## src/design/tlbpt_pkg.sv

```systemverilog
// Shared constants, types and command structs for the TLB page translation unit.
package tlbpt_pkg;

    localparam int TLB_ENTRIES = 16;
    localparam int PAGE_COUNT  = 256;
    localparam int FRAME_COUNT = 256;
    localparam int OFFSET_BITS = 8;

    localparam int ADDR_W  = 16;
    localparam int TOTAL_W = 32;
    localparam int COUNT_W = 16;
    localparam int IDX_W   = $clog2(TLB_ENTRIES);
    localparam int PAGE_W  = $clog2(PAGE_COUNT);
    localparam int FRAME_W = $clog2(FRAME_COUNT);

    localparam logic [COUNT_W-1:0] COUNT_MAX = {COUNT_W{1'b1}};
    localparam logic [TOTAL_W-1:0] TOTAL_MAX = {TOTAL_W{1'b1}};
    localparam logic [FRAME_W-1:0] FRAME_LAST = FRAME_W'(FRAME_COUNT - 1);

    typedef logic [IDX_W-1:0]   idx_t;
    typedef logic [PAGE_W-1:0]  page_t;
    typedef logic [FRAME_W-1:0] frame_t;
    typedef logic [COUNT_W-1:0] count_t;

    // Victim search token, passed from cell to cell.
    typedef struct packed {
        logic   active;
        logic   found_empty;
        logic   seeded;
        idx_t   idx;
        count_t cnt;
    } tok_t;

    // Broadcast command from the controller to all cells.
    typedef struct packed {
        logic   inc;
        logic   install;
        idx_t   idx;
        page_t  page;
        frame_t frame;
    } cell_cmd_t;

endpackage

```

## src/design/tlb_page_translation_unit.sv

```systemverilog
// Top level: TLB lookup control, page fault handling, totals and result register.
//
//  channel | direction | handshake          | payload
//  --------+-----------+--------------------+------------------------------------------
//  s_      | in        | s_valid / s_ready  | s_logical_address
//  m_      | out       | m_valid / m_ready  | m_physical_address, m_tlb_hit,
//          |           |                    | m_page_fault, m_hit_total, m_fault_total
//
// One address at a time. A TLB hit goes through accept and lookup.
// A miss goes on through scan and install: the victim token walks the cell chain one slot a cycle.
// Page table reads are registered, issued at the accept edge.
// s_ready is high only when no address is in flight; a held result does not block acceptance.
// Synchronous active-low reset clears valid bits, totals and the frame counter.
module tlb_page_translation_unit (
    input  logic                          aclk,
    input  logic                          aresetn,
    input  logic                          s_valid,
    output logic                          s_ready,
    input  logic [tlbpt_pkg::ADDR_W-1:0]  s_logical_address,
    output logic                          m_valid,
    input  logic                          m_ready,
    output logic [tlbpt_pkg::ADDR_W-1:0]  m_physical_address,
    output logic                          m_tlb_hit,
    output logic                          m_page_fault,
    output logic [tlbpt_pkg::TOTAL_W-1:0] m_hit_total,
    output logic [tlbpt_pkg::TOTAL_W-1:0] m_fault_total
);
    import tlbpt_pkg::*;

    typedef enum logic [3:0] {
        ST_IDLE    = 4'b0001,
        ST_LOOKUP  = 4'b0010,
        ST_SCAN    = 4'b0100,
        ST_INSTALL = 4'b1000
    } state_t;

    state_t state_reg, state_next;

    page_t                    page_reg;
    logic [OFFSET_BITS-1:0]   offset_reg;
    frame_t                   frame_reg;
    logic                     fault_reg;
    idx_t                     victim_reg;
    frame_t                   next_frame_reg;
    logic [TOTAL_W-1:0]       hits_reg, hits_next;
    logic [TOTAL_W-1:0]       faults_reg, faults_next;
    tok_t                     tok_start_reg;

    logic                     m_valid_reg;
    logic [ADDR_W-1:0]        phys_reg;
    logic                     hit_out_reg;
    logic                     fault_out_reg;
    logic [TOTAL_W-1:0]       hit_total_reg;
    logic [TOTAL_W-1:0]       fault_total_reg;

    page_t                    s_page;
    logic [TLB_ENTRIES-1:0]   match_vec;
    frame_t                   cell_frame [TLB_ENTRIES];
    tok_t                     tok_chain  [TLB_ENTRIES+1];
    tok_t                     tok_last;
    cell_cmd_t                cmd;
    logic                     hit_any;
    idx_t                     hit_idx;
    frame_t                   hit_frame;
    logic                     pt_valid;
    frame_t                   pt_frame;
    logic                     pt_wr;
    logic                     out_free;
    logic                     load_hit;
    logic                     load_inst;
    logic                     miss_go;

    assign s_page  = PAGE_W'((s_logical_address >> OFFSET_BITS) % PAGE_COUNT);
    assign s_ready = (state_reg == ST_IDLE);

    tlbpt_pgtable u_pgtable (
        .aclk     (aclk),
        .aresetn  (aresetn),
        .rd_en    (s_valid && s_ready),
        .rd_page  (s_page),
        .rd_valid (pt_valid),
        .rd_frame (pt_frame),
        .wr_en    (pt_wr),
        .wr_page  (page_reg),
        .wr_frame (next_frame_reg)
    );

    assign tok_chain[0] = tok_start_reg;
    assign tok_last     = tok_chain[TLB_ENTRIES];

    for (genvar g = 0; g < TLB_ENTRIES; g++) begin : g_cell
        tlbpt_cell u_cell (
            .aclk        (aclk),
            .aresetn     (aresetn),
            .cell_idx    (IDX_W'(g)),
            .lookup_page (page_reg),
            .cmd         (cmd),
            .tok_in      (tok_chain[g]),
            .tok_out     (tok_chain[g+1]),
            .match       (match_vec[g]),
            .frame       (cell_frame[g])
        );
    end

    // Lowest-indexed matching slot wins.
    always_comb begin
        hit_any = 1'b0;
        hit_idx = '0;
        for (int i = TLB_ENTRIES - 1; i >= 0; i--) begin
            if (match_vec[i]) begin
                hit_any = 1'b1;
                hit_idx = IDX_W'(i);
            end
        end
    end
    assign hit_frame = cell_frame[hit_idx];

    assign out_free  = !m_valid_reg || m_ready;
    assign load_hit  = (state_reg == ST_LOOKUP) && hit_any && out_free;
    assign miss_go   = (state_reg == ST_LOOKUP) && !hit_any;
    assign load_inst = (state_reg == ST_INSTALL) && out_free;
    assign pt_wr     = miss_go && !pt_valid;

    assign hits_next   = (hits_reg == TOTAL_MAX) ? hits_reg : hits_reg + 1'b1;
    assign faults_next = (faults_reg == TOTAL_MAX) ? faults_reg : faults_reg + 1'b1;

    always_comb begin
        cmd.inc     = load_hit;
        cmd.install = load_inst;
        cmd.idx     = load_hit ? hit_idx : victim_reg;
        cmd.page    = page_reg;
        cmd.frame   = frame_reg;
    end

    always_comb begin
        state_next = state_reg;
        unique case (state_reg)
            ST_IDLE: begin
                if (s_valid) begin
                    state_next = ST_LOOKUP;
                end
            end
            ST_LOOKUP: begin
                if (!hit_any) begin
                    state_next = ST_SCAN;
                end else if (out_free) begin
                    state_next = ST_IDLE;
                end
            end
            ST_SCAN: begin
                if (tok_last.active) begin
                    state_next = ST_INSTALL;
                end
            end
            ST_INSTALL: begin
                if (out_free) begin
                    state_next = ST_IDLE;
                end
            end
            default: state_next = ST_IDLE;
        endcase
    end

    always_ff @(posedge aclk) begin
        if (!aresetn) begin
            state_reg      <= ST_IDLE;
            next_frame_reg <= '0;
            hits_reg       <= '0;
            faults_reg     <= '0;
            tok_start_reg  <= '0;
            m_valid_reg    <= 1'b0;
        end else begin
            state_reg <= state_next;
            tok_start_reg <= '{active: miss_go, found_empty: 1'b0, seeded: 1'b0,
                               idx: '0, cnt: '0};
            if (load_hit) begin
                hits_reg <= hits_next;
            end
            if (pt_wr) begin
                faults_reg     <= faults_next;
                next_frame_reg <= (next_frame_reg == FRAME_LAST) ? '0
                                                                 : next_frame_reg + 1'b1;
            end
            if (load_hit || load_inst) begin
                m_valid_reg <= 1'b1;
            end else if (m_ready) begin
                m_valid_reg <= 1'b0;
            end
        end
    end

    always_ff @(posedge aclk) begin
        if (s_valid && s_ready) begin
            page_reg   <= s_page;
            offset_reg <= s_logical_address[OFFSET_BITS-1:0];
        end
        if (miss_go) begin
            frame_reg <= pt_valid ? pt_frame : next_frame_reg;
            fault_reg <= !pt_valid;
        end
        if (state_reg == ST_SCAN && tok_last.active) begin
            victim_reg <= tok_last.idx;
        end
        if (load_hit) begin
            phys_reg        <= ADDR_W'(({(ADDR_W + FRAME_W)'(0)} | hit_frame) << OFFSET_BITS
                                       | offset_reg);
            hit_out_reg     <= 1'b1;
            fault_out_reg   <= 1'b0;
            hit_total_reg   <= hits_next;
            fault_total_reg <= faults_reg;
        end else if (load_inst) begin
            phys_reg        <= ADDR_W'(({(ADDR_W + FRAME_W)'(0)} | frame_reg) << OFFSET_BITS
                                       | offset_reg);
            hit_out_reg     <= 1'b0;
            fault_out_reg   <= fault_reg;
            hit_total_reg   <= hits_reg;
            fault_total_reg <= faults_reg;
        end
    end

    assign m_valid            = m_valid_reg;
    assign m_physical_address = phys_reg;
    assign m_tlb_hit          = hit_out_reg;
    assign m_page_fault       = fault_out_reg;
    assign m_hit_total        = hit_total_reg;
    assign m_fault_total      = fault_total_reg;

    a_hit_fault_excl: assert property (@(posedge aclk) disable iff (!aresetn)
        m_valid |-> !(m_tlb_hit && m_page_fault))
        else $error("hit and fault both set on a result");

    a_accept_to_lookup: assert property (@(posedge aclk) disable iff (!aresetn)
        (s_valid && s_ready) |=> (state_reg == ST_LOOKUP))
        else $error("accepted address did not enter lookup");

    a_token_in_scan: assert property (@(posedge aclk) disable iff (!aresetn)
        tok_last.active |-> (state_reg == ST_SCAN))
        else $error("victim token left the chain outside the scan");

    a_scan_done: assert property (@(posedge aclk) disable iff (!aresetn)
        (state_reg == ST_SCAN && tok_last.active) |=> (state_reg == ST_INSTALL))
        else $error("scan result not followed by install");

    a_hits_monotonic: assert property (@(posedge aclk) disable iff (!aresetn)
        $past(aresetn) |-> (hits_reg >= $past(hits_reg)))
        else $error("hit total decreased");

endmodule

```

## src/design/tlbpt_cell.sv

```systemverilog
// One TLB slot: entry storage, page compare and one stage of the victim search chain.
module tlbpt_cell (
    input  logic                aclk,
    input  logic                aresetn,
    input  tlbpt_pkg::idx_t     cell_idx,
    input  tlbpt_pkg::page_t    lookup_page,
    input  tlbpt_pkg::cell_cmd_t cmd,
    input  tlbpt_pkg::tok_t     tok_in,
    output tlbpt_pkg::tok_t     tok_out,
    output logic                match,
    output tlbpt_pkg::frame_t   frame
);
    import tlbpt_pkg::*;

    logic   valid_reg;
    page_t  page_reg;
    frame_t frame_reg;
    count_t cnt_reg;
    tok_t   tok_reg;
    tok_t   tok_next;
    logic   sel;

    assign sel     = (cmd.idx == cell_idx);
    assign match   = valid_reg && (page_reg == lookup_page);
    assign frame   = frame_reg;
    assign tok_out = tok_reg;

    // Lowest empty slot wins; otherwise keep the first strictly smaller count.
    always_comb begin
        tok_next = tok_in;
        if (!tok_in.found_empty) begin
            if (!valid_reg) begin
                tok_next.found_empty = 1'b1;
                tok_next.idx         = cell_idx;
            end else if (!tok_in.seeded || (cnt_reg < tok_in.cnt)) begin
                tok_next.seeded = 1'b1;
                tok_next.idx    = cell_idx;
                tok_next.cnt    = cnt_reg;
            end
        end
    end

    always_ff @(posedge aclk) begin
        if (!aresetn) begin
            valid_reg      <= 1'b0;
            tok_reg.active <= 1'b0;
        end else begin
            tok_reg.active <= tok_in.active;
            if (cmd.install && sel) begin
                valid_reg <= 1'b1;
            end
        end
        tok_reg.found_empty <= tok_next.found_empty;
        tok_reg.seeded      <= tok_next.seeded;
        tok_reg.idx         <= tok_next.idx;
        tok_reg.cnt         <= tok_next.cnt;
        if (cmd.install && sel) begin
            page_reg  <= cmd.page;
            frame_reg <= cmd.frame;
            cnt_reg   <= '0;
        end else if (cmd.inc && sel && (cnt_reg != COUNT_MAX)) begin
            cnt_reg <= cnt_reg + 1'b1;
        end
    end

endmodule

```

## src/design/tlbpt_pgtable.sv

```systemverilog
// Page table: frame memory with registered read and per-page valid flops.
module tlbpt_pgtable (
    input  logic              aclk,
    input  logic              aresetn,
    input  logic              rd_en,
    input  tlbpt_pkg::page_t  rd_page,
    output logic              rd_valid,
    output tlbpt_pkg::frame_t rd_frame,
    input  logic              wr_en,
    input  tlbpt_pkg::page_t  wr_page,
    input  tlbpt_pkg::frame_t wr_frame
);
    import tlbpt_pkg::*;

    frame_t                frame_mem [PAGE_COUNT];
    logic [PAGE_COUNT-1:0] valid_reg;
    logic                  rd_valid_reg;
    frame_t                rd_frame_reg;

    assign rd_valid = rd_valid_reg;
    assign rd_frame = rd_frame_reg;

    always_ff @(posedge aclk) begin
        if (wr_en) begin
            frame_mem[wr_page] <= wr_frame;
        end
        if (rd_en) begin
            rd_frame_reg <= frame_mem[rd_page];
        end
    end

    always_ff @(posedge aclk) begin
        if (!aresetn) begin
            valid_reg    <= '0;
            rd_valid_reg <= 1'b0;
        end else begin
            if (wr_en) begin
                valid_reg[wr_page] <= 1'b1;
            end
            if (rd_en) begin
                rd_valid_reg <= valid_reg[rd_page];
            end
        end
    end

endmodule

```

## config.mk

```make
export PLATFORM = sky130hd
export DESIGN_NAME = tlb_page_translation_unit
export DESIGN_NICKNAME = d
export VERILOG_FILES = /design/src/design/tlbpt_pkg.sv /design/src/design/tlb_page_translation_unit.sv /design/src/design/tlbpt_cell.sv /design/src/design/tlbpt_pgtable.sv
export SDC_FILE = /design/constraint.sdc
export NUM_CORES = 2
export LEC_CHECK = 0
export ABC_AREA = 1
export BUFFER_PORTS_ARGS = -buffer_cell sky130_fd_sc_hd__buf_4
export CORE_MARGIN = 3
export CORE_UTILIZATION = 25
export DETAILED_ROUTE_END_ITERATION = 8
export PLACE_DENSITY = 0.38
export RECOVER_POWER = 25
export REMOVE_ABC_BUFFERS = 1
export SLEW_MARGIN = 10
export SYNTH_ARGS = -nofsm -noshare
export SYNTH_HDL_FRONTEND = slang
export SYNTH_HIERARCHICAL = 1
export SYNTH_SLANG_ARGS = --single-unit
```

## constraint.sdc

```tcl
create_clock -name aclk -period 12 [get_ports aclk]
set_clock_uncertainty 0.2 [all_clocks]
set_input_delay 2.4 -clock aclk [delete_from_list [all_inputs] [get_ports aclk]]
set_output_delay 2.4 -clock aclk [all_outputs]
set_load 0.02 [all_outputs]
```

==> impl_metrics.ini <==
[floorplan]
die_x_um = 767
row_count = 279
coreArea_mm2 = 0.577
die_y_um = 767
initial_core_util_pct = 25.1
top_level_ports = 104
die_area_mm2 = 0.589

[final_layout]
largest_reg_flops = 2048
max_flop_register = u_pgtable/frame_mem
post-route-util_pct = 29.0
layout-drive-gt1-share_pct = 8.71
fin_nets = 14800
fill_cells = 60600
syn_to_final_growth_pct = 15.6

[pwr]
ir_drop_v = 0.000114
power.density_mw_per_mm2 = 156
pwr-share-clk_pct = 46.7
sequentialPowerShare_pct = 48.2
internal_power_mw = 20.0
combinationalPowerShare_pct = 5.0
leakagePower_nw = 57.5
p_sw_share_pct = 23.6
p_sw_mw = 6.18

[critical_path]
arrival_ns = 8.07
required_ns = 11.55
cp_top_family = buffers and inverters
start_kind = flip-flop
crit_slowest_cell = clkbuf_1
critPathKind = reg2reg
cp_cell_sequence = clkbuf_1
path_buf_inv = 1
cpPeakStageDelay_ns = 5.09
cp-end-kind = flip-flop
crit_fanout = 136

[status]
violations = max-capacitance violations, max-slew violations
status = finished with violations

[clocking]
postCtsHoldBufs = 0
h-tree-depth = 5
post_cts_buffers = 0
clock_sinks = 3380
clock_latency_ns = 1.03
cts_resized = 0
cts_root_buf = clkbuf_16
cts_tree = yes
cts_buffer_depth = 4
clkSlewWorstSetupHoldPaths_ns = 0.06
numCtsBuffers = 399

[global_routing]
antenna_found_initial = 39
grt_max_degree = 153
grt_pass1_vias = 101000
grt_pass1_wl_mm = 699
grt_use_total_pct = 15.7
gr-total-overflow = 0

[route]
drt-total-wl_mm = 477
vias_per_cell = 4.55
route.vias.total = 103000
drtIter0Drc = 7471
final_antenna_net_count = 0
dr.pass1.iters = 5
drc = 0
wl_per_cell_um = 21.2

[timing]
setup_violations = 0
post-route-period-util_pct = 71.1
drv_slew = 1277
fmax_mhz = 117
hold_violations = 0
rsz0062_at_grt = false
worst_pin_slew_ns = 7.16
min_period_ns = 8.53
tns_ns = 0
timing.slew.headroom_pct = -377

[hold_path]
min_path_type = reg2reg

[placement]
dp_hpwl_mm = 287
gp_congestion = 0.755
portBuffers = 103

[synth]
synth_warnings = 6
synth_area_mm2 = 0.145
avgSynthCellArea_um2 = 10.1
syn_inst = 14300

[flow_run]
maxCapViolCount = 23
==> layout by cell type (no fill, tap or decap), types with 317 or more instances in the layout <==
cell type / n
edfxtp_1: 2421
nand2_1: 2285
nor2_1: 2158
o21ai_0: 1375
nand3_1: 1175
inv_1: 998
dfxtp_1: 959
o22ai_1: 552
clkbuf_16: 402
a21oi_1: 317
==> final timing paths <==
check / slack, ns / to / cells after the start / startpoint
hold / removal: 0.19 / g_cell[6].u_cell/tok_out[22]$_SDFF_PN0_ / 2 / g_cell[5].u_cell/tok_out[22]$_SDFF_PN0_
setup reg to reg: 3.47 / u_pgtable/frame_mem[237][4]$_DFFE_PP_ / 1 / next_frame_reg[4]$_SDFFE_PN0P_
hold reg to reg: 0.19 / g_cell[6].u_cell/tok_out[22]$_SDFF_PN0_ / 2 / g_cell[5].u_cell/tok_out[22]$_SDFF_PN0_
setup / recovery: 3.47 / u_pgtable/frame_mem[237][4]$_DFFE_PP_ / 1 / next_frame_reg[4]$_SDFFE_PN0P_
==> per-stage QoR <==
stage / setup slack (ns) / power, mW / instances / hold slack, ns / cell area, µm²
final: 3.47 / 26.2 / 22600 / 0.194 / 168000
after CTS: 5.24 / 26.6 / 22500 / 0.201 / 168000
after floorplan: 3.38 / 13.5 / 13800 / 0.186 / 142000
after global placement: 5.02 / 14.2 / 21800 / 0.192 / 154000
after detailed placement: 5.09 / 14.2 / 21800 / 0.195 / 154000
after global routing: 2.76 / 27.2 / 22600 / 0.219 / 167000
==> layer usage <==
metal | GRT usage, % | vias up | share of wire (%)
met2 | 25.8 | 1975 | 46
met4 | 3.97 | 6 | 2.6
met5 | 0 | - | 0.0061
li1 | - | 49400 | -
met3 | 1.87 | 617 | 4.2
met1 | 21.8 | 50600 | 47
==> power groups by stage <==
stage	clock [mW]	combinational [mW]	sequential (mW)
6_report	12.2	1.32	12.6
5_1_grt	13.1	1.46	12.6
3_3_place_gp	0	1.34	12.9
3_5_place_dp	0	1.34	12.9
4_1_cts	12.6	1.34	12.6
2_1_floorplan	0	0.637	12.9
==> layout make-up <==
type,instances,area [µm²],share of cell area [%]
multi-input combinational,9324,46300,27.7
clock inverter,170,1790,1.07
inverter,1068,4110,2.45
tap,7727,9670,5.77
antenna,19,47.5,0.0284
clock buffer,576,11300,6.77
timing repair buffer,302,2340,1.40
sequential,3380,91900,54.9
Note: power is estimated with default switching activity, not from simulation.
